File: config.mk
export PLATFORM = sky130hd
export DESIGN_NAME = nns_front_flat
export DESIGN_NICKNAME = d
export VERILOG_FILES = /design/src/sv/nns_pkg.sv /design/src/sv/nns_if.sv /design/src/sv/nns_front.sv /design/src/flat_wrapper.sv
export SDC_FILE = /design/constraint.sdc
export NUM_CORES = 1
export LEC_CHECK = 0
export BUFFER_PORTS_ARGS = -buffer_cell sky130_fd_sc_hd__buf_2
export CORE_MARGIN = 1
export CORE_UTILIZATION = 47
export DETAILED_ROUTE_END_ITERATION = 10
export PLACE_DENSITY = 0.93
export SYNTH_ARGS = -nofsm -noshare
export SYNTH_HDL_FRONTEND = slang
export SYNTH_SLANG_ARGS = --single-unit
File: constraint.sdc
create_clock -name vclk -period 4
set_input_delay 0.8 -clock vclk [all_inputs]
set_output_delay 0.8 -clock vclk [all_outputs]
set_load 0.1 [all_outputs]
File: src/sv/nns_pkg.sv
// Shared types and constants for the nearest-neighbor scaler.
// No dependencies; every other file but nns_ram refers to it by scoped name.
package nns_pkg;

  localparam int COORD_W    = 12;
  localparam int PIXEL_W    = 32;
  localparam int CFG_IDX_W  = 2;
  localparam int CFG_DATA_W = 13;
  localparam int SRC_RAW_W  = 9;
  localparam int DST_RAW_W  = 13;

  typedef enum logic [CFG_IDX_W-1:0] {
    REG_SRC_WIDTH  = 2'd0,
    REG_SRC_HEIGHT = 2'd1,
    REG_DST_WIDTH  = 2'd2,
    REG_DST_HEIGHT = 2'd3
  } cfg_reg_t;

  typedef enum logic {
    OP_WRITE = 1'b0,
    OP_READ  = 1'b1
  } op_t;

  // Classified request as it travels from front to back.
  typedef struct packed {
    logic               is_read;
    logic               oor;
    logic               frame_end;
    logic [COORD_W-1:0] col;
    logic [COORD_W-1:0] row;
    logic [PIXEL_W-1:0] pixel;
  } item_t;

endpackage

File: src/sv/nns_if.sv
// Channel interfaces: request, result and configuration write.
// Depends on nns_pkg for field widths.
interface nns_req_if;
  logic                        valid;
  logic                        ready;
  logic                        operation;
  logic [nns_pkg::COORD_W-1:0] col;
  logic [nns_pkg::COORD_W-1:0] row;
  logic [nns_pkg::PIXEL_W-1:0] pixel_in;
  modport source (output valid, operation, col, row, pixel_in, input ready);
  modport sink   (input valid, operation, col, row, pixel_in, output ready);
endinterface


File: src/sv/nns_front.sv
// Front end: accepts requests, drops writes outside the source frame and
// flags reads outside the destination window. Depends on nns_pkg, nns_if.
module nns_front #(
  parameter int MAX_SRC_WIDTH  = 256,
  parameter int MAX_SRC_HEIGHT = 256,
  parameter int MAX_DST_DIM    = 4096
) (
  nns_req_if.sink                             request,
  input  logic [$clog2(MAX_SRC_WIDTH+1)-1:0]  w,
  input  logic [$clog2(MAX_SRC_HEIGHT+1)-1:0] h,
  input  logic [$clog2(MAX_DST_DIM+1)-1:0]    dw,
  input  logic [$clog2(MAX_DST_DIM+1)-1:0]    dh,
  input  logic                                q_full,
  output logic                                push,
  output nns_pkg::item_t                      push_item
);

  logic is_read;
  logic in_src;
  logic oor;
  logic last;

  always_comb begin
    is_read = (request.operation == nns_pkg::OP_READ);
    in_src  = (32'(request.col) < 32'(w)) && (32'(request.row) < 32'(h));
    oor     = (32'(request.col) >= 32'(dw)) || (32'(request.row) >= 32'(dh));
    last    = (32'(request.col) == 32'(dw) - 32'd1) &&
              (32'(request.row) == 32'(dh) - 32'd1);
  end

  assign request.ready = !q_full;
  // writes outside the source are taken and dropped here
  assign push = request.valid && !q_full && (is_read || in_src);

  always_comb begin
    push_item.is_read   = is_read;
    push_item.oor       = is_read && oor;
    push_item.frame_end = is_read && !oor && last;
    push_item.col       = request.col;
    push_item.row       = request.row;
    push_item.pixel     = request.pixel_in;
  end

endmodule

File: src/flat_wrapper.sv
// flat-port wrapper written by rule: the top's interface ports become plain ports
module nns_front_flat 
#(
  parameter int MAX_SRC_WIDTH  = 256,
  parameter int MAX_SRC_HEIGHT = 256,
  parameter int MAX_DST_DIM    = 4096
)
  (w, h, dw, dh, q_full, push, push_item, request_valid, request_operation, request_col, request_row, request_pixel_in, request_ready);
  nns_req_if request_i ();
  input  logic [$clog2(MAX_SRC_WIDTH+1)-1:0] w;
  input  logic [$clog2(MAX_SRC_HEIGHT+1)-1:0] h;
  input  logic [$clog2(MAX_DST_DIM+1)-1:0] dw;
  input  logic [$clog2(MAX_DST_DIM+1)-1:0] dh;
  input  logic q_full;
  output logic push;
  output nns_pkg::item_t push_item;
  input wire logic [$bits(request_i.valid)-1:0] request_valid;
  input wire logic [$bits(request_i.operation)-1:0] request_operation;
  input wire logic [$bits(request_i.col)-1:0] request_col;
  input wire logic [$bits(request_i.row)-1:0] request_row;
  input wire logic [$bits(request_i.pixel_in)-1:0] request_pixel_in;
  output wire logic [$bits(request_i.ready)-1:0] request_ready;
  assign request_i.valid = request_valid;
  assign request_i.operation = request_operation;
  assign request_i.col = request_col;
  assign request_i.row = request_row;
  assign request_i.pixel_in = request_pixel_in;
  assign request_ready = request_i.ready;
  nns_front #(.MAX_SRC_WIDTH(MAX_SRC_WIDTH), .MAX_SRC_HEIGHT(MAX_SRC_HEIGHT), .MAX_DST_DIM(MAX_DST_DIM)) u_core (.request(request_i), .w(w), .h(h), .dw(dw), .dh(dh), .q_full(q_full), .push(push), .push_item(push_item));
endmodule
# After elaboration in Yosys (flattened, before gate mapping)
# Index checks and enable logic that the tools add are counted.
# W data, S select, Z words.
# word_totals
n_memories,0
romBits,0
latch_bits,0
mem_bits_rw,0
regBits,0
in_bits,103
# op_classes
n_eq_ne,2
mul,0
div,0
reduce_logical,11
shift,0
bitwise_logic,0
addsub,2
magnitude_cmp,4
muxes,0
# op_table
op,n
$eq A12 B32 Y1,2
$sub A13 B1 Y14 const B,2
$ge A12 B13 Y1,2
$lt A12 B9 Y1,2
$logic_and A1 B1 Y1,7
$logic_not A1 Y1,2
$logic_or A1 B1 Y1,2

# Longest topological paths before layout
# logic_depth
word_depth,5
ltp_mapped,9
mapped_depth_nobuf,8

# Worst setup path before layout
# No wires, ideal clock.
# synth_path
kind,input -> output
start,input w[1]
end,output push
arrival_time_ns,4.018
stages,7
path_buffers,0
setup_slack_ns,-0.818
cell_sequence,inv_1 ha_1 a21o_1 a211o_1 a41oi_1 a41oi_1 nor3b_1
# synth_between
elab_chain_len,4
# synth_lines
element,line_no,text
from (decl),flat_wrapper.sv:10,input logic [$clog2(MAX_SRC_WIDTH+1)-1:0] w;
$lt A12 B9 Y1,nns_front.sv:25,in_src = (32'(request.col) < 32'(w)) && (32'(request.row) < 32'(h));
$logic_and A1 B1 Y1,nns_front.sv:25,
$logic_or A1 B1 Y1,nns_front.sv:33,assign push = request.valid && !q_full && (is_read || in_src);
$logic_and A1 B1 Y1,nns_front.sv:33,
to (decl),flat_wrapper.sv:15,output logic push;
# No other way between the ends.

==> run_summary.xml <==
<?xml version="1.0" encoding="UTF-8"?>
<metrics>
  <group name="route">
    <metric name="topRoutingLayerUsed" unit="">met4</metric>
    <metric name="met3RoutedLength" unit="um">377</metric>
    <metric name="detail_route.wl_per_cell" unit="um">13.7</metric>
    <metric name="antenna_left" unit="">0</metric>
    <metric name="vias_per_cell" unit="">5.49</metric>
    <metric name="first_pass_iters" unit="">4</metric>
    <metric name="wirelength" unit="um">5870</metric>
    <metric name="post-route-drc-count" unit="">0</metric>
    <metric name="detailroute.wirelength.met2" unit="um">2910</metric>
    <metric name="detailedRoute.firstIterationViolations" unit="">87</metric>
    <metric name="met1Wirelength" unit="um">2540</metric>
    <metric name="routed-via-count" unit="">2348</metric>
  </group>
  <group name="synthesis">
    <metric name="synth_cells" unit="">319</metric>
    <metric name="synth_top_area_share" unit="%">22.5</metric>
    <metric name="yosys_warnings" unit="">0</metric>
    <metric name="yosysTopAreaCell" unit="">ha_1</metric>
    <metric name="ys_top_cells_by_area" unit="">ha_1 (23%), buf_4 (19%), inv_1 (7.4%)</metric>
    <metric name="syn_area_per_cell" unit="sq um">7.31</metric>
    <metric name="synth.most_common_cell" unit="">buf_4</metric>
    <metric name="synth_commonest_cells" unit="">buf_4 (58), inv_1 (46), ha_1 (42), xnor2_1 (17), nor2_1 (15)</metric>
    <metric name="mappedNetlistArea" unit="sq um">2330</metric>
    <metric name="post_synth_num_cell_types" unit="">50</metric>
    <metric name="syn-num-nets" unit="">464</metric>
    <metric name="synth_sequential_area_ratio" unit="%">0</metric>
  </group>
  <group name="min_path">
    <metric name="hold_depth" unit="">0</metric>
    <metric name="timing.hold.worst.class" unit="">input port to output port</metric>
    <metric name="min-delay-start" unit="">request_pixel_in[10]</metric>
    <metric name="hold-path-endpoint" unit="">push_item[10]</metric>
  </group>
  <group name="sta">
    <metric name="grt_setup_unrepaired" unit="">no</metric>
    <metric name="finalHoldViolations" unit="">0</metric>
    <metric name="timing.final.ws_setup" unit="ps">161</metric>
    <metric name="final.period_utilization" unit="%">96.0</metric>
    <metric name="clock.fmax" unit="MHz">260</metric>
    <metric name="setup_total_negative_slack" unit="ps">0</metric>
    <metric name="final_max_slew_violation_count" unit="">0</metric>
    <metric name="max_slew.worst_pin.slew" unit="ps">478</metric>
    <metric name="final_number_of_setup_violating_endpoints" unit="">0</metric>
    <metric name="slew_headroom" unit="%">68.0</metric>
    <metric name="finalCriticalPeriod" unit="ps">3840</metric>
  </group>
  <group name="global_route">
    <metric name="gr-total-overflow" unit="">0</metric>
    <metric name="number_of_antenna_violations_at_the_first_check_in_global_routing" unit="">0</metric>
    <metric name="grt_max_degree" unit="">12</metric>
    <metric name="first_global_vias" unit="">2136</metric>
    <metric name="gr-usage-all-layers" unit="%">21.1</metric>
    <metric name="grt_first_pass_wirelength" unit="um">9050</metric>
  </group>
  <group name="final_layout">
    <metric name="finish.net_count" unit="">508</metric>
    <metric name="nFlopsAndLatches" unit="">0</metric>
    <metric name="stdcell_count" unit="">428</metric>
    <metric name="flow.area_growth_from_synthesis" unit="%">7.99</metric>
    <metric name="clock_buffer_count" unit="">0</metric>
    <metric name="drive_above_1_share" unit="%">30.2</metric>
    <metric name="multi_input_comb_area" unit="sq um">1740</metric>
    <metric name="filler_cell_count" unit="">488</metric>
    <metric name="antennaDiodeCount" unit="">0</metric>
    <metric name="seqCellArea" unit="sq um">0</metric>
    <metric name="finalInstanceArea" unit="sq um">2520</metric>
  </group>
  <group name="floorplanning">
    <metric name="ios" unit="">164</metric>
    <metric name="core-area" unit="sq um">4750</metric>
    <metric name="row_count" unit="">25</metric>
    <metric name="die_h" unit="um">72.4</metric>
    <metric name="design.die.area" unit="sq um">5250</metric>
    <metric name="start_util" unit="%">49.1</metric>
    <metric name="dieWidth" unit="um">72.4</metric>
  </group>
  <group name="critical_path">
    <metric name="critPathTopFamily" unit="">compound AO/OA/AOI/OAI gates</metric>
    <metric name="crit_required" unit="ps">3200</metric>
    <metric name="critical_path_cell_sequence" unit="">buf_2 -&gt; inv_1 -&gt; ha_1 -&gt; o21ba_2 -&gt; a221oi_1 -&gt; a41oi_1 -&gt; a2111oi_1 -&gt; nand4_1 -&gt; nor4b_4 -&gt; buf_12</metric>
    <metric name="timing.critical_path.arrival" unit="ps">3040</metric>
    <metric name="path_max_fanout" unit="">8</metric>
    <metric name="critPathBufInv" unit="">3</metric>
    <metric name="worst_path_largest_cell_delay" unit="ps">380</metric>
    <metric name="worst_path_max_delay_cell" unit="">a2111oi_1</metric>
    <metric name="setup.worst_path.end_class" unit="">output port</metric>
    <metric name="setup.worst_path.class" unit="">input port to output port</metric>
    <metric name="timing.critical_path.from_type" unit="">input port</metric>
  </group>
  <group name="power">
    <metric name="peakVddDrop" unit="mV">0.0748</metric>
    <metric name="total_leakage_power" unit="nW">1.33</metric>
    <metric name="p_per_area" unit="nW/um^2">140</metric>
    <metric name="total_power_after_layout" unit="W">0.000352</metric>
  </group>
  <group name="placement">
    <metric name="place_area" unit="sq um">2510</metric>
    <metric name="place_congestion" unit="">0.891</metric>
    <metric name="dp_hpwl" unit="um">5210</metric>
    <metric name="port-buffer-count" unit="">100</metric>
    <metric name="place.detailed.instances" unit="">428</metric>
    <metric name="post_place_setup_slack" unit="ps">177</metric>
  </group>
  <group name="flow_run">
    <metric name="maxCapViolations" unit="">0</metric>
  </group>
  <group name="clocking">
    <metric name="post-cts-setup-buffer-count" unit="">0</metric>
  </group>
  <group name="status">
    <metric name="run_status" unit="">finished, final reports clean</metric>
  </group>
</metrics>
-- routing by layer --
metal / track usage, % / vias to the layer above
met5: 0 / -
met4: 1.74 / 0
met3: 2.22 / 12
met2: 39.1 / 97
met1: 27.0 / 1076
li1: - / 1163
-- cell usage in the layout, fill, tap and decap left out, types with 2 or more instances in the layout --
| cell | count |
|---|---|
| o31ai_1 | 2 |
| o21ai_0 | 9 |
| o211ai_1 | 4 |
| inv_1 | 46 |
| a2111oi_1 | 2 |
| nor2b_1 | 5 |
| nor4b_1 | 2 |
| nand4_1 | 7 |
| a211oi_1 | 3 |
| o21a_1 | 3 |
| nor4_1 | 5 |
| a211o_1 | 2 |
| buf_2 | 99 |
| xor2_1 | 10 |
| nand3_1 | 12 |
| nand4b_1 | 3 |
| a21oi_1 | 13 |
| nor3b_1 | 2 |
| and4_1 | 3 |
| mux2i_1 | 4 |
| nor2_1 | 15 |
| a21boi_0 | 3 |
| a41oi_1 | 3 |
| o22ai_1 | 2 |
| a31oi_1 | 2 |
| a21o_1 | 3 |
| ha_1 | 42 |
| nand2_1 | 7 |
| nor3_1 | 8 |
| a221oi_1 | 2 |
| xnor2_1 | 17 |
-- through the flow --
stage | util (%) | hold WS [ps]
floorplan | - | 1780
global placement | 52.8 | 1600
detailed placement | 52.8 | 1600
CTS | 52.8 | 1600
global route | 53.0 | 1600
finish | 53.0 | 1600
-- power breakdown --
part           switching, W  internal [W]  total (W)
logic              0.000241      0.000111   0.000352
clock network             0             0          0
registers                 0             0          0
-- final cells by class --
type,instances,area share (%)
timing repair buffer,101,20.8
multi-input combinational,214,69.1
inverter,46,6.86
tap,67,3.33
-- worst max path at each step --
| stage | end | slack [ps] | depth (start not counted) | start |
|---|---|---|---|---|
| after floorplan | push_item[56] | 10 | 9 | dw[0] |
| after global placement | push_item[56] | 230 | 8 | dw[2] |
| after detailed placement | push_item[56] | 180 | 8 | dw[2] |
| after CTS | push_item[56] | 170 | 8 | dw[2] |
| after global routing | push_item[56] | 50 | 10 | dw[0] |
| final | push_item[56] | 160 | 10 | dw[0] |
-- kinds of logic (layout without fill, tap and decap cells) --
kind of cell,after synthesis,count (layout),share of synthesized area [%]
AND/OR/NAND/NOR,80,80,20.8
XOR/XNOR,27,27,10.1
multiplexers,4,4,1.72
adder cells (fa/ha/maj),42,42,22.5
buffers and inverters,105,147,26.3
AO/OA/AOI/OAI,61,61,18.6
-- timing repair --
action | CTS | global route
hold buffers | 0 | 0
endpoints found under the hold margin | 0 | 0
endpoints found under the setup margin | 0 | 1
gates resized for setup | 0 | 1
No activity file was read; power rests on OpenSTA's default activity.
