[src/sv/nns_pkg.sv]
// Shared types and constants for the nearest-neighbor scaler.
// No dependencies; every other file but nns_ram refers to it by scoped name.
package nns_pkg;

  localparam int COORD_W    = 12;
  localparam int PIXEL_W    = 32;
  localparam int CFG_IDX_W  = 2;
  localparam int CFG_DATA_W = 13;
  localparam int SRC_RAW_W  = 9;
  localparam int DST_RAW_W  = 13;

  typedef enum logic [CFG_IDX_W-1:0] {
    REG_SRC_WIDTH  = 2'd0,
    REG_SRC_HEIGHT = 2'd1,
    REG_DST_WIDTH  = 2'd2,
    REG_DST_HEIGHT = 2'd3
  } cfg_reg_t;

  typedef enum logic {
    OP_WRITE = 1'b0,
    OP_READ  = 1'b1
  } op_t;

  // Classified request as it travels from front to back.
  typedef struct packed {
    logic               is_read;
    logic               oor;
    logic               frame_end;
    logic [COORD_W-1:0] col;
    logic [COORD_W-1:0] row;
    logic [PIXEL_W-1:0] pixel;
  } item_t;

endpackage

[src/sv/nns_queue.sv]
// Two-entry queue between front and back, so each side stalls on its own.
// Depends on nns_pkg for the item type.
module nns_queue (
  input  logic           clk,
  input  logic           rst,
  input  logic           push,
  input  nns_pkg::item_t push_item,
  output logic           full,
  input  logic           pop,
  output logic           empty,
  output nns_pkg::item_t head
);

  localparam int DEPTH = 2;
  localparam int PTR_W = $clog2(DEPTH);
  localparam int CNT_W = $clog2(DEPTH + 1);

  nns_pkg::item_t   mem [0:DEPTH-1];
  logic [PTR_W-1:0] wr_ptr;
  logic [PTR_W-1:0] rd_ptr;
  logic [CNT_W-1:0] count;

  assign full  = (count == CNT_W'(DEPTH));
  assign empty = (count == '0);
  assign head  = mem[rd_ptr];

  always_ff @(posedge clk) begin
    if (rst) begin
      wr_ptr <= '0;
      rd_ptr <= '0;
      count  <= '0;
    end else begin
      if (push) begin
        wr_ptr <= wr_ptr + PTR_W'(1);
      end
      if (pop) begin
        rd_ptr <= rd_ptr + PTR_W'(1);
      end
      if (push && !pop) begin
        count <= count + CNT_W'(1);
      end else if (pop && !push) begin
        count <= count - CNT_W'(1);
      end
    end
  end

  always_ff @(posedge clk) begin
    if (push) begin
      mem[wr_ptr] <= push_item;
    end
  end

`ifndef NO_ASSERTIONS
  a_no_overflow: assert property (@(posedge clk) disable iff (rst) push |-> !full)
    else $error("queue push while full");
  a_no_underflow: assert property (@(posedge clk) disable iff (rst) pop |-> !empty)
    else $error("queue pop while empty");
  a_reset_empty: assert property (@(posedge clk) rst |=> (count == '0) && (wr_ptr == rd_ptr))
    else $error("queue not empty after reset");
`endif

endmodule

[config.mk]
export PLATFORM = sky130hd
export DESIGN_NAME = nns_queue
export DESIGN_NICKNAME = d
export VERILOG_FILES = /design/src/sv/nns_pkg.sv /design/src/sv/nns_queue.sv
export SDC_FILE = /design/constraint.sdc
export NUM_CORES = 1
export LEC_CHECK = 0
export BUFFER_PORTS_ARGS = -buffer_cell sky130_fd_sc_hd__buf_2
export CORE_MARGIN = 2
export CORE_UTILIZATION = 50
export CTS_CLUSTER_SIZE = 24
export DETAILED_ROUTE_END_ITERATION = 7
export PLACE_DENSITY = 0.84
export RECOVER_POWER = 25
export SYNTH_ARGS = -nofsm -noshare
export SYNTH_HDL_FRONTEND = slang
export SYNTH_SLANG_ARGS = --single-unit
export TNS_END_PERCENT = 10
[constraint.sdc]
create_clock -name clk -period 5.1 [get_ports clk]
set_clock_uncertainty 0.2 [all_clocks]
set_input_delay 0.255 -clock clk [delete_from_list [all_inputs] [get_ports clk]]
set_output_delay 0.255 -clock clk [all_outputs]
set_load 0.01 [all_outputs]
* Word level (Yosys, flattened, before mapping)
Memories as Yosys holds them, arrays and structs flattened. A register that Yosys moved wholly into a read port is not among the register bits.
Cells that the tools add are included.
** Storage, ports and cells
- Register bits after elaboration :: 4
- Bits in latches :: 0
- Memory bits (writable) :: 118
- Memory bits (read-only) :: 0
- Input port bits :: 63
- Memories :: 1
** Operators by class
- Add/subtract/negate cells :: 4
- $mul :: 0
- Divide/modulo/power cells :: 0
- Magnitude comparators :: 0
- Eq/ne operators :: 1
- Shift-type cells :: 0
- Multiplexer cells :: 6
- Bitwise gates (word level) :: 0
- Reduce and logical (&&, ||, !) cells :: 6
** Memories
- mem :: depth 2, bits a word 59, read ports 1, clocked after memory_dff 1, write ports 1, line nns_queue.sv:18 : nns_pkg::item_t mem [0:DEPTH-1];
** Operators by type and width (number)
- $mux W1 :: 4
- $mux W2 :: 2
- $add A1 B1 Y1 const B :: 2
- $add A2 B1 Y2 const B :: 1
- $eq A2 B2 Y1 const B :: 1
- $logic_and A1 B1 Y1 :: 2
- $logic_not A1 Y1 :: 2
- $logic_not A2 Y1 :: 1
- $reduce_bool A2 Y1 :: 1
- $sub A2 B1 Y2 const B :: 1

* Depth between registers and ports, before layout
Gate-level depths: netlist of run 1.
- Depth after elaboration :: 4
- Gate-level depth with buffers :: 5
- Gate-level depth less buffers :: 5

* Worst setup path before layout of run 1
OpenSTA, ideal clock, no wires.
- Kind :: register -> register
- Start :: reg wr_ptr
- End :: mem mem[0][0] (netlist bit) (enable)
- Setup time :: 0.483 ns
- Arrival time :: 2.954 ns
- Required time :: 4.417 ns
- Setup slack :: 1.463 ns
- Stages on the path, launching flop included :: 2
- Cells stage by stage :: dfxtp_1 nor2b_1
** RTL lines
- start: declaration :: line nns_queue.sv:19 : logic [PTR_W-1:0] wr_ptr;
- start signal: assignment :: line nns_queue.sv:34 : wr_ptr <= wr_ptr + PTR_W'(1);
- end: declaration :: line nns_queue.sv:18
No word-level cell before the write port.

==> flow_results.org, run 1 <==
** Logic synthesis
- Sequential cells were found to cover 80.8% of the synthesized design area.
- Number of distinct standard cells referenced by the synthesized netlist :: 17
- After synthesis the cells add up to 4510 µm².
- Post-Synthesis Cells :: 206
- During synthesis, Yosys emitted a total of 0 warnings.
- In this run the mean area of a mapped cell was 21.9 µm².
- After synthesis the netlist holds a flip-flop and latch count of 123.
- Synthesized net count :: 270

** Route
- Before antenna repair, the detailed router went through 4 iterations.
- Number of DRC violations after detailed-routing iteration 0 :: 90
- After detailed routing, the number of remaining DRC violations is 0.
- After detailed routing, the total wire length is 8.30 mm.
- Detailed-route vias per instance :: 4.74
- For this block, the via count after detailed routing is 2503.
- Wire length per cell after detailed routing :: 15.7 µm
- The detail route stage leaves a number of antenna-violating nets equal to 0.

** Placed design
- OpenSTA, run right after detailed placement, puts the worst setup slack at 2.67 ns.
- Half-perimeter wire length after placement :: 4.78 mm
- Number of port buffers :: 123
- Routability-driven placement finished with a final weighted congestion of 0.696.
- Summing all placed instances gives a cell area of 5230 µm².

** Timing
- Setup violations remaining at the end of the flow were counted as 0.
- Setup slack closes at 2.23 ns.
- Unrepaired setup endpoints after global routing :: no
- After layout, the worst path uses 56.2% of the clock period.
- Slew at the pin closest to its max-slew limit :: 0.957 ns
- Based on the critical path, the design can be clocked at up to 349 MHz.
- Number of hold violations in the final report :: 0
- In this run the tightest slew margin relative to its limit is 36.2%.
- The number of pins with negative max-slew slack in the final report was 0.
- The worst path needs 2.87 ns of the cycle, external delays included.
- Setup total negative slack on the finished layout was measured at 0 ns.

** Pwr
- After layout, the design draws a total of 2.61 mW.
- Leakage :: 2.44 nW
- Power spread over the standard cell area amounts to 407 nW/µm².
- Worst supply voltage drop on vdd :: 0.000264 V

** Worst setup path
- At the worst endpoint, the required time is 4.64 ns.
- For the worst setup path, the data arrival time is 2.41 ns.
- Worst setup slack for register-to-register paths :: 2.97 ns
- Max Fanout on Critical Path :: 39
- The critical path goes through buf_4, mux2_2, buf_2.
- CP endpoint kind :: output pin
- Slowest stage cell, crit path :: sky130_fd_sc_hd__dfxtp_2
- The critical path is of the flop to output pin type.
- STA classifies the critical path startpoint as a flop.
- For this run, the slowest stage of the critical path takes 0.94 ns.

** Clock network
- Clock latency on the worst-skew pair :: 0.48 ns
- CTS saw 123 sinks.
- After clock tree synthesis, the clock-pin slew on the worst setup and hold paths is 0.05 ns.
- Maximum root-to-sink buffer count :: 2
- The H-tree was split into 4 levels.
- Post-CTS timing repair inserted 0 buffers for setup.
- In this run, CTS created clock tree buffers numbering 17.
- In this run the clock root is driven by a sky130_fd_sc_hd__clkbuf_8.
- Clock tree from TritonCTS :: built

** GRT
- First-pass GRT wire length :: 12.9 mm
- Pin count of the biggest net entering global routing :: 60
- The number of antenna violations at the first check in global routing was 0.
- Tot GR Track Use :: 17.6%
- Residual overflow from global routing :: 0
- Number of global-route vias before repair :: 2738

** Die
- Once the floorplan was initialized, standard cells occupied 51.7% of the core.
- Ports :: 124
- Standard-cell rows :: 34
- Die extent in y :: 99.0 µm
- After floorplanning, the core was sized to cover 8720 µm².
- Area of the die :: 9790 µm²
- The floorplan step set the die width to 99.0 µm.

** Finish
- Once layout is done, the placed cells without fillers occupy 6410 µm².
- Leading cell types in the layout, fill and taps excluded :: sky130_fd_sc_hd__edfxtp_1, sky130_fd_sc_hd__buf_2, sky130_fd_sc_hd__dlygate4sd3_1
- Most common cell after layout, fill and taps aside :: sky130_fd_sc_hd__edfxtp_1
- Net count of the finished layout :: 471
- Compared with the post-synthesis result, the final layout area differs by 42.1%.
- The repair_antennas step left the layout with diodes totalling 0.
- Utilization after layout :: 73.5%
- Share of final-layout standard cells stronger than drive strength 1 :: 45.7%

** Run
- Max-capacitance violation count :: 0

** Worst hold path
- The path class of the tightest hold or removal check is primary input to flop.

** Outcome
- The run finished with clean final reports.
-- timing repair --
| item | 4_1_cts | 5_1_grt |
|---|---|---|
| hold buffers | 63 | 0 |
| gates resized for setup | 0 | 0 |
| hold endpoints to repair | 123 | 0 |
| setup endpoints to repair | 0 | 0 |
-- per-layer routing --
metal	up-vias	wire length [µm]	GRT usage [%]	share of wire (%)
met2	92	4570	32.0	55
met5	-	0	0	0
met4	0	60	5.80	0.72
li1	1212	-	-	-
met3	6	467	5.39	5.6
met1	1193	3200	19.8	39
-- final timing paths --
check / startpoint / cells after the start / endpoint
setup / recovery: flop / 3 / head[44]
hold / removal: push_item[22] / 2 / mem[1][22]$_DFFE_PP_
setup reg to reg: wr_ptr$_SDFFE_PP0P_ / 2 / mem[0][2]$_DFFE_PP_
hold reg to reg: count[1]$_SDFFE_PP0P_ / 2 / count[1]$_SDFFE_PP0P_
-- per-stage QoR --
stage / hold WS, ns / std cells
CTS: 0.259 / 528
global placement: 0.242 / 433
global route: 0.268 / 528
detailed placement: 0.247 / 433
finish: 0.291 / 528
floorplan: 0.124 / 206
-- registers in the layout, indices dropped and copies added (netlist names), named ones only --
| name | flops |
|---|---|
| wr_ptr | 1 |
| rd_ptr | 1 |
| count | 2 |
| mem | 118 |
-- synth_stat cells --
cell / n / share of area, %
sky130_fd_sc_hd__buf_2: 4 / 0.44
sky130_fd_sc_hd__buf_8: 1 / 0.33
sky130_fd_sc_hd__ha_1: 1 / 0.28
sky130_fd_sc_hd__a21oi_1: 1 / 0.11
sky130_fd_sc_hd__or3_1: 1 / 0.14
sky130_fd_sc_hd__nor2_1: 5 / 0.42
sky130_fd_sc_hd__edfxtp_1: 118 / 79
sky130_fd_sc_hd__xor2_1: 2 / 0.39
sky130_fd_sc_hd__and2_1: 1 / 0.14
sky130_fd_sc_hd__dfxtp_1: 5 / 2.2
sky130_fd_sc_hd__o21ai_0: 1 / 0.11
sky130_fd_sc_hd__mux2_2: 49 / 12
sky130_fd_sc_hd__nor2b_1: 2 / 0.28
sky130_fd_sc_hd__inv_1: 1 / 0.083
sky130_fd_sc_hd__xnor2_1: 2 / 0.39
sky130_fd_sc_hd__buf_6: 2 / 0.50
sky130_fd_sc_hd__mux2_4: 10 / 3.3
-- worst max-delay path: cells and delay by family, from the launching register on --
family	cells	cell delay [ns]
flip-flops	1	0.94
buffers and inverters	2	0.58
multiplexers	1	0.38
-- power breakdown --
part	internal, mW	leakage [nW]	total [mW]	switching (mW)
sequential	1.18	1.15	1.21	0.0288
clock	0.738	0.279	1.13	0.392
combinational	0.147	1.01	0.270	0.123
-- cell families after synthesis --
kind of cell	count (synthesis)	synth area share (%)
DFF	123	80.8
xor gates and xnor gates	4	0.777
adders and majority gates	1	0.278
muxes	59	15.6
and+or+nand+nor	9	0.972
buffers and inverters	8	1.36
AOI/OAI and AO/OA	2	0.222
-- final cells by class --
class	instances	area, µm²
repair buffers	189	1240
multi-input cells	75	812
clock buffers	19	422
well taps	108	135
fillers	532	2310
clock inverters	13	151
inverters	1	3.75
flip-flops and latches	123	3640
No activity file was read; power rests on OpenSTA's default activity.
==> run 2, diff against run 1 <==
CORE_UTILIZATION = 47   (was 50)
PLACE_DENSITY = 0.83   (was 0.84)
clock period = 2.45 ns   (was 5.1 ns; I/O delays follow)
==> flow_results.org, run 2 (synthesized netlist as in run 1, its figures left out) <==
** Outcome
- Run status :: complete, no violations

** Pwr
- Total power per unit cell area :: 843 nW/µm² (+110%)
- The part of the power in registers is 45.7% (-0.6 points).
- Sw frac :: 21.0% (+0.17 points)
- Internal power :: 4.30 mW (+110%)
- The leakage dissipation is 2.45 nW (+0.40%).
- The overall power consumption is 5.45 mW (+110%).
- The clock network fraction of total power came to 43.3% (about the same).
- The worst-case vdd ir drop is 0.000589 V (+120%).
- The logic gate share of total power was 11.0% (+0.7 points).
- The switching power summed over all nets is 1.14 mW (+110%).

** Route
- Detailed-route vias per instance :: 4.61 (-2.8%)
- Routed vias :: 2535 (+1.3%)
- The detail-routed net length per standard cell was 15.7 µm (about the same).
- ANT nets after route :: 0 (unchanged)
- The detailed-routing iteration count for the pre-antenna-repair pass came to 4 (unchanged).
- The wire length reported by the detailed router is 8.65 mm (+4.2%).
- The number of violations reported at the end of detailed-routing iteration 0 came to 95 (+5.6%).
- The post-detailed-route DRC marker count was 0 (unchanged).

** Timing
- The number of setup violations in the final report was 0 (unchanged).
- The final critical path takes up 84.0% of the cycle.
- Hold_ws :: 0.149 ns (-0.142 ns)
- Unrepaired setup endpoints after global routing :: no
- Maximum clock frequency :: 486 MHz
- Min Clock Period, post-route :: 2.06 ns
- Sum Neg Setup Slack :: 0 ns (unchanged)
- Slew at the pin closest to its max-slew limit :: 0.423 ns (-0.534 ns)
- Number of max-slew violations in the final report :: 0 (unchanged)
- The headroom to the max-slew limit came to 71.8% (+36 points).
- The number of endpoints with negative hold slack in the final report is 0 (unchanged).

** Die
- The width of the die came to 102 µm (+3.0%).
- The height of the die came to 102 µm (+3.0%).
- The floorplan die area is 10400 µm² (+6.1%).
- The I/O pin count was 124 (unchanged).
- Initial Utilization :: 48.6% (-3.1 points)
- Core area :: 9280 µm² (+6.5%)
- Standard-cell rows :: 35 (+2.9%)

** Worst setup path
- The slowest stage of the critical path is the sky130_fd_sc_hd__mux2_2 cell.
- On the critical path the largest part of the delay comes from buffers and inverters.
- Type of the worst setup path :: flop to output pin
- The data arrival time of the critical path is 1.73 ns (-0.68 ns).
- Data required time of the critical path :: 2.13 ns (-2.51 ns)
- Count of buffer and inverter cells on the critical path :: 2 (unchanged)
- The biggest fanout along the worst timing path came to 29 (-26%).
- The longest individual stage delay on the worst path is 0.40 ns (-0.54 ns).
- STA classifies the critical path startpoint as a flop.
- Walking the worst path, the cells encountered are buf_4, mux2_2, buf_2.
- CP endpoint kind :: output pin

** GRT
- Number of antenna violations at the first check in global routing :: 0 (unchanged)
- Pin count of the biggest net entering global routing :: 60 (unchanged)
- Number of global-route vias before repair :: 2733 (-0.18%)
- The global-route wire length before repair was 13.1 mm (+1.7%).
- The global-route usage over all layers was 17.4% (-0.21 points).
- Residual overflow from global routing :: 0 (unchanged)

** Clock network
- Total CTS buffers :: 17 (unchanged)
- Cell at the root of the clock tree :: sky130_fd_sc_hd__clkbuf_8
- Number of setup buffers added after CTS :: 0 (unchanged)
- Level count of the clock H-tree :: 4 (unchanged)
- The insertion delay to the later sink of the worst-skew pair came to 0.49 ns (about the same).
- The clock transition at the registers of the reported paths came to 0.06 ns (about the same).
- The total clock sinks was 123 (unchanged).
- Cts hold-fix bufs :: 63 (unchanged)
- Maximum root-to-sink buffer count :: 2 (unchanged)
- The count of cells resized by post-cts repair came to 0 (unchanged).
- Clock tree from TritonCTS :: built

** Finish
- Diodes inserted :: 0 (unchanged)
- The area of combinational cells with multiple inputs is 812 µm² (unchanged).
- Finished Cell Area :: 6460 µm² (+0.90%)
- Net count of the finished layout :: 472 (+0.21%)
- Layout Cells excl Fill :: 550 (+4.2%)
- Register bank with the most flops :: mem
- Compared with the post-synthesis result, the final layout area differs by 43.4%.
- The flip-flop count of the largest register after layout was 118 (unchanged).
- Share of final-layout standard cells stronger than drive strength 1 :: 45.6% (-0.11 points)
- The library cell used most frequently in the layout, excluding fill and tap cells, is sky130_fd_sc_hd__edfxtp_1.
- Register Area :: 3640 µm² (unchanged)
- Leading cell types in the layout, fill and taps excluded :: sky130_fd_sc_hd__edfxtp_1, sky130_fd_sc_hd__buf_2, sky130_fd_sc_hd__dlygate4sd3_1
- Largest registers :: mem (118), count (2)
- The number of filler instances in the final layout came to 642 (+21%).

** Placed design
- GP Congestion :: 0.676 (-2.9%)
- The cell count after placement was 455 (+5.1%).
- Dpl cell area :: 5290 µm² (+1.1%)
- The HPWL after detailed placement was 4.95 mm (+3.5%).
- Number of port buffers :: 123 (unchanged)

** Worst hold path
- The tightest min-delay check is of the primary input to flop type.

** Run
- The number of maximum-capacitance constraint violations came to 0 (unchanged).
-- run 2: changes by cell type in the layout (fill, tap and decap cells not counted), sizes merged --
cell,before,now
buf,102,101
clkbuf,43,45
-- run 2: path summary, 6_finish.rpt --
kind	to	slack [ns]	start	depth (start not counted)
hold / removal	mem[1][31]$_DFFE_PP_	0.15	push_item[31]	2
setup reg to reg	mem[1][53]$_DFFE_PP_	1.00	wr_ptr$_SDFFE_PP0P_	2
setup / recovery	head[23]	0.39	flop	3
hold reg to reg	count[1]$_SDFFE_PP0P_	0.31	count[1]$_SDFFE_PP0P_	2
-- run 2: per-layer routing --
layer | wire length, µm | vias to the layer above | share of wire, % | track usage, %
met5 | 0 | - | 0 | 0
met4 | 63 | 0 | 0.73 | 6.77
met3 | 389 | 5 | 4.5 | 5.27
met2 | 4720 | 82 | 55 | 31.3
met1 | 3470 | 1231 | 40 | 19.5
li1 | - | 1217 | - | -
-- run 2: metrics by stage --
stage	utilization [%]	worst slack, ns
after floorplan	-	0.0174
after global placement	57.0	0.909
after detailed placement	57.0	0.891
after CTS	70.0	0.369
after global routing	69.6	0.288
final	69.6	0.393
-- run 2: cell type report --
type / count / area share [%]
clock buffer: 19 / 6.52
inverter: 1 / 0.0581
tap: 129 / 2.50
timing repair buffer: 190 / 19.6
multi-input combinational: 75 / 12.6
sequential: 123 / 56.4
clock inverter: 13 / 2.34
-- run 2: power by group through the flow --
stage	combinational [mW]	clock (mW)	sequential, mW
floorplan	0.313	0	2.52
global placement	0.512	0	2.52
detailed placement	0.523	0	2.53
CTS	0.605	2.42	2.49
global route	0.649	2.51	2.50
finish	0.598	2.36	2.49
-- run 2: worst reg2reg max path, stage by stage, from the launching register on --
cell and delay (ns):
sky130_fd_sc_hd__dfxtp_1 0.40, sky130_fd_sc_hd__and2_2 0.20, sky130_fd_sc_hd__buf_12 0.31
==> run 3, diff against run 2 <==
clock period = 1.8 ns   (was 2.45 ns; I/O delays follow)
==> flow_results.org, run 3 (synthesized netlist as in run 1, its figures left out) <==
** Clock network
- Maximum root-to-sink buffer count :: 2 (unchanged)
- Clock tree from TritonCTS :: built
- Clock Sink Count :: 123 (unchanged)
- Cell at the root of the clock tree :: sky130_fd_sc_hd__clkbuf_8
- Level count of the clock H-tree :: 4 (unchanged)
- The number of buffers created by CTS is 17 (unchanged).
- Clock transition at the registers of the reported paths :: 0.06 ns (about the same)
- Clock latency on the worst-skew pair :: 0.50 ns (about the same)

** Outcome
- Run status :: finished, violations left
- Violated checks :: setup timing

** Timing
- Part of the cycle the worst path needs :: 105%
- The worst hold slack across all endpoints is 0.114 ns (-0.0344 ns).
- Unrepaired setup endpoints after global routing :: yes
- The post-route worst setup slack is -0.0946 ns (-0.488 ns).
- Worst slew margin relative to its limit :: 81.5% (+9.7 points)
- Total of endpoints with negative setup slack in the final report :: 59 (+59)
- Number of max-slew violations in the final report :: 0 (unchanged)
- The routed design could run at a clock period as short as 1.89 ns.
- Maximum clock frequency :: 528 MHz
- The number of endpoints with negative hold slack in the final report is 0 (unchanged).
- The transition time of the tightest slew-check pin was 0.277 ns (-0.146 ns).
- The final total negative setup slack came to -4.24 ns (-4.24 ns).

** Worst setup path
- Data required time of the critical path :: 1.51 ns (-0.62 ns)
- The worst setup path is launched from a flop.
- STA classifies the critical path endpoint as an output pin.
- Worst Path Arrival :: 1.60 ns (-0.13 ns)
- The biggest fanout along the worst timing path was 6 (-79%).
- The critical path in this run is classified as flop to output pin.
- Cell depth of the worst flop-to-flop path :: 3 (+1)

** Pwr
- The internal power contribution is 5.94 mW (+38%).
- Worst supply voltage drop on vdd :: 0.000682 V (+16%)
- Share of power burned in combinational logic :: 16.9% (+5.9 points)
- Switch Pwr :: 1.74 mW (+52%)
- Clock network fraction of design power :: 38.9% (-4.4 points)
- The overall power consumption came to 7.68 mW (+41%).
- The leakage dissipation came to 2.88 nW (+18%).
- The switching share of power came to 22.7% (+1.7 points).
- Register share of total power :: 44.3% (-1.4 points)
- The power per cell area was 1050 nW/µm² (+25%).

** Route
- Wire length reported by the detailed router :: 10.9 mm (+26%)
- The number of violations reported at the end of detailed-routing iteration 0 was 105 (+11%).
- The average via count per standard cell was 4.78 (+3.8%).
- Routed vias :: 2693 (+6.2%)
- The detail-routed net length per standard cell was 19.3 µm (+23%).
- ANT nets after route :: 0 (unchanged)
- The detailed-routing iteration count for the pre-antenna-repair pass was 4 (unchanged).
- The post-detailed-route DRC marker count came to 0 (unchanged).

** Placed design
- The number of input and output port buffers inserted was 123 (unchanged).
- Number of cells in the design after placement :: 457 (+0.44%)
- The post-placement cell area was 5350 µm² (+1.0%).
- The final RePlAce weighted congestion was 0.668 (-1.1%).
- The HPWL after detailed placement came to 5.04 mm (+1.8%).
- The worst slack at placement is 0.365 ns (-0.526 ns).

** Finish
- Finished Cell Area :: 7290 µm² (+13%)
- Leading cell types in the layout, fill and taps excluded :: sky130_fd_sc_hd__edfxtp_1, sky130_fd_sc_hd__dlygate4sd3_1, sky130_fd_sc_hd__buf_6
- Diodes inserted :: 0 (unchanged)
- Layout Cells excl Fill :: 563 (+2.4%)
- Signed area change from the synthesized netlist to the final layout :: 61.8%
- Share of final-layout standard cells stronger than drive strength 1 :: 48.6% (+3.0 points)
- Net count of the finished layout :: 486 (+3.0%)
- Largest registers :: mem (118), count (2)
- More flip-flops sit in one register than any other, and that register is mem.
- Largest register FFs :: 118 (unchanged)
- Utilization after layout :: 78.5% (+8.9 points)
- Leaving out fill and tap cells, the most frequent cell in the layout is sky130_fd_sc_hd__edfxtp_1.

** Die
- The I/O pin count is 124 (unchanged).
- Initial Utilization :: 48.6% (unchanged)
- The number of placement rows is 35 (unchanged).
- The floorplan die area was 10400 µm² (unchanged).
- The height of the die came to 102 µm (unchanged).
- Horizontal die dimension :: 102 µm (unchanged)
- The area of the core region was 9280 µm² (unchanged).

** GRT
- The global-route wire length before repair came to 14.4 mm (+9.5%).
- Tot GR Track Use :: 19.0% (+1.6 points)
- The maximum number of pins on one net before global-route repair is 32 (-47%).
- The residual overflow from global routing was 0 (unchanged).
- The via count of the first global-routing pass is 2958 (+8.2%).
- The number of antenna violations at the first check in global routing is 0 (unchanged).

** Worst hold path
- The worst hold path belongs to the class primary input to flop.
- The number of instances on the worst hold path came to 2 (unchanged).

** Run
- The number of maximum-capacitance constraint violations is 0 (unchanged).
-- run 3: changes by cell type in the layout (fill, tap and decap cells not counted), moves of 2 or more --
cell and change:
sky130_fd_sc_hd__buf_4 -2, sky130_fd_sc_hd__clkbuf_16 +5, sky130_fd_sc_hd__mux2_4 +49, sky130_fd_sc_hd__buf_2 -52, sky130_fd_sc_hd__buf_6 +60, sky130_fd_sc_hd__bufinv_16 -2, sky130_fd_sc_hd__buf_12 +7, sky130_fd_sc_hd__clkbuf_1 -5
sky130_fd_sc_hd__clkinvlp_4 +2, sky130_fd_sc_hd__mux2_2 -49
-- run 3: power groups by stage --
stage,combinational (mW),sequential [mW],clock [mW]
3_5_place_dp,0.734,3.45,0
6_report,1.30,3.40,2.99
2_1_floorplan,0.427,3.43,0
3_3_place_gp,0.718,3.44,0
5_1_grt,1.37,3.41,3.16
4_1_cts,0.974,3.40,3.03
-- run 3: repair_timing --
| action | 4_1_cts | 5_1_grt |
|---|---|---|
| buffers inserted | 0 | 3 |
| gates resized for setup | 41 | 81 |
| hold buffers | 64 | 0 |
| endpoints found under the hold margin | 123 | 0 |
| gates cloned | 1 | 7 |
| endpoints found under the setup margin | 59 | 59 |
-- run 3: critical path, cell delays in order (launching register included) --
cell                      delay, ns
sky130_fd_sc_hd__dfxtp_4       0.38
sky130_fd_sc_hd__buf_8         0.14
sky130_fd_sc_hd__buf_16        0.14
sky130_fd_sc_hd__mux2_4        0.32
sky130_fd_sc_hd__buf_6         0.12
-- run 3: metal layers --
layer | track usage (%) | up-vias | part of all wire, %
li1 | - | 1248 | -
met1 | 20.0 | 1350 | 38
met2 | 35.4 | 82 | 56
met3 | 5.54 | 13 | 4.4
met4 | 7.69 | 0 | 1.5
met5 | 0 | - | 0
-- run 3: layout make-up --
cell class	count	area (µm²)
Inverter	1	3.75
Multi-Input combinational cell	75	996
Clock buffer	19	422
Timing Repair Buffer	204	1960
Sequential cell	123	3650
Clock inverter	12	101
Tap cell	129	161
Fill cell	525	1990
-- run 3: final timing paths --
check,startpoint,to,slack [ns]
setup / recovery,flop,head[56],-0.09
hold / removal,push_item[31],mem[1][31]$_DFFE_PP_,0.11
setup reg to reg,count[0]$_SDFFE_PP0P_,count[0]$_SDFFE_PP0P_,0.33
hold reg to reg,count[1]$_SDFFE_PP0P_,count[1]$_SDFFE_PP0P_,0.33
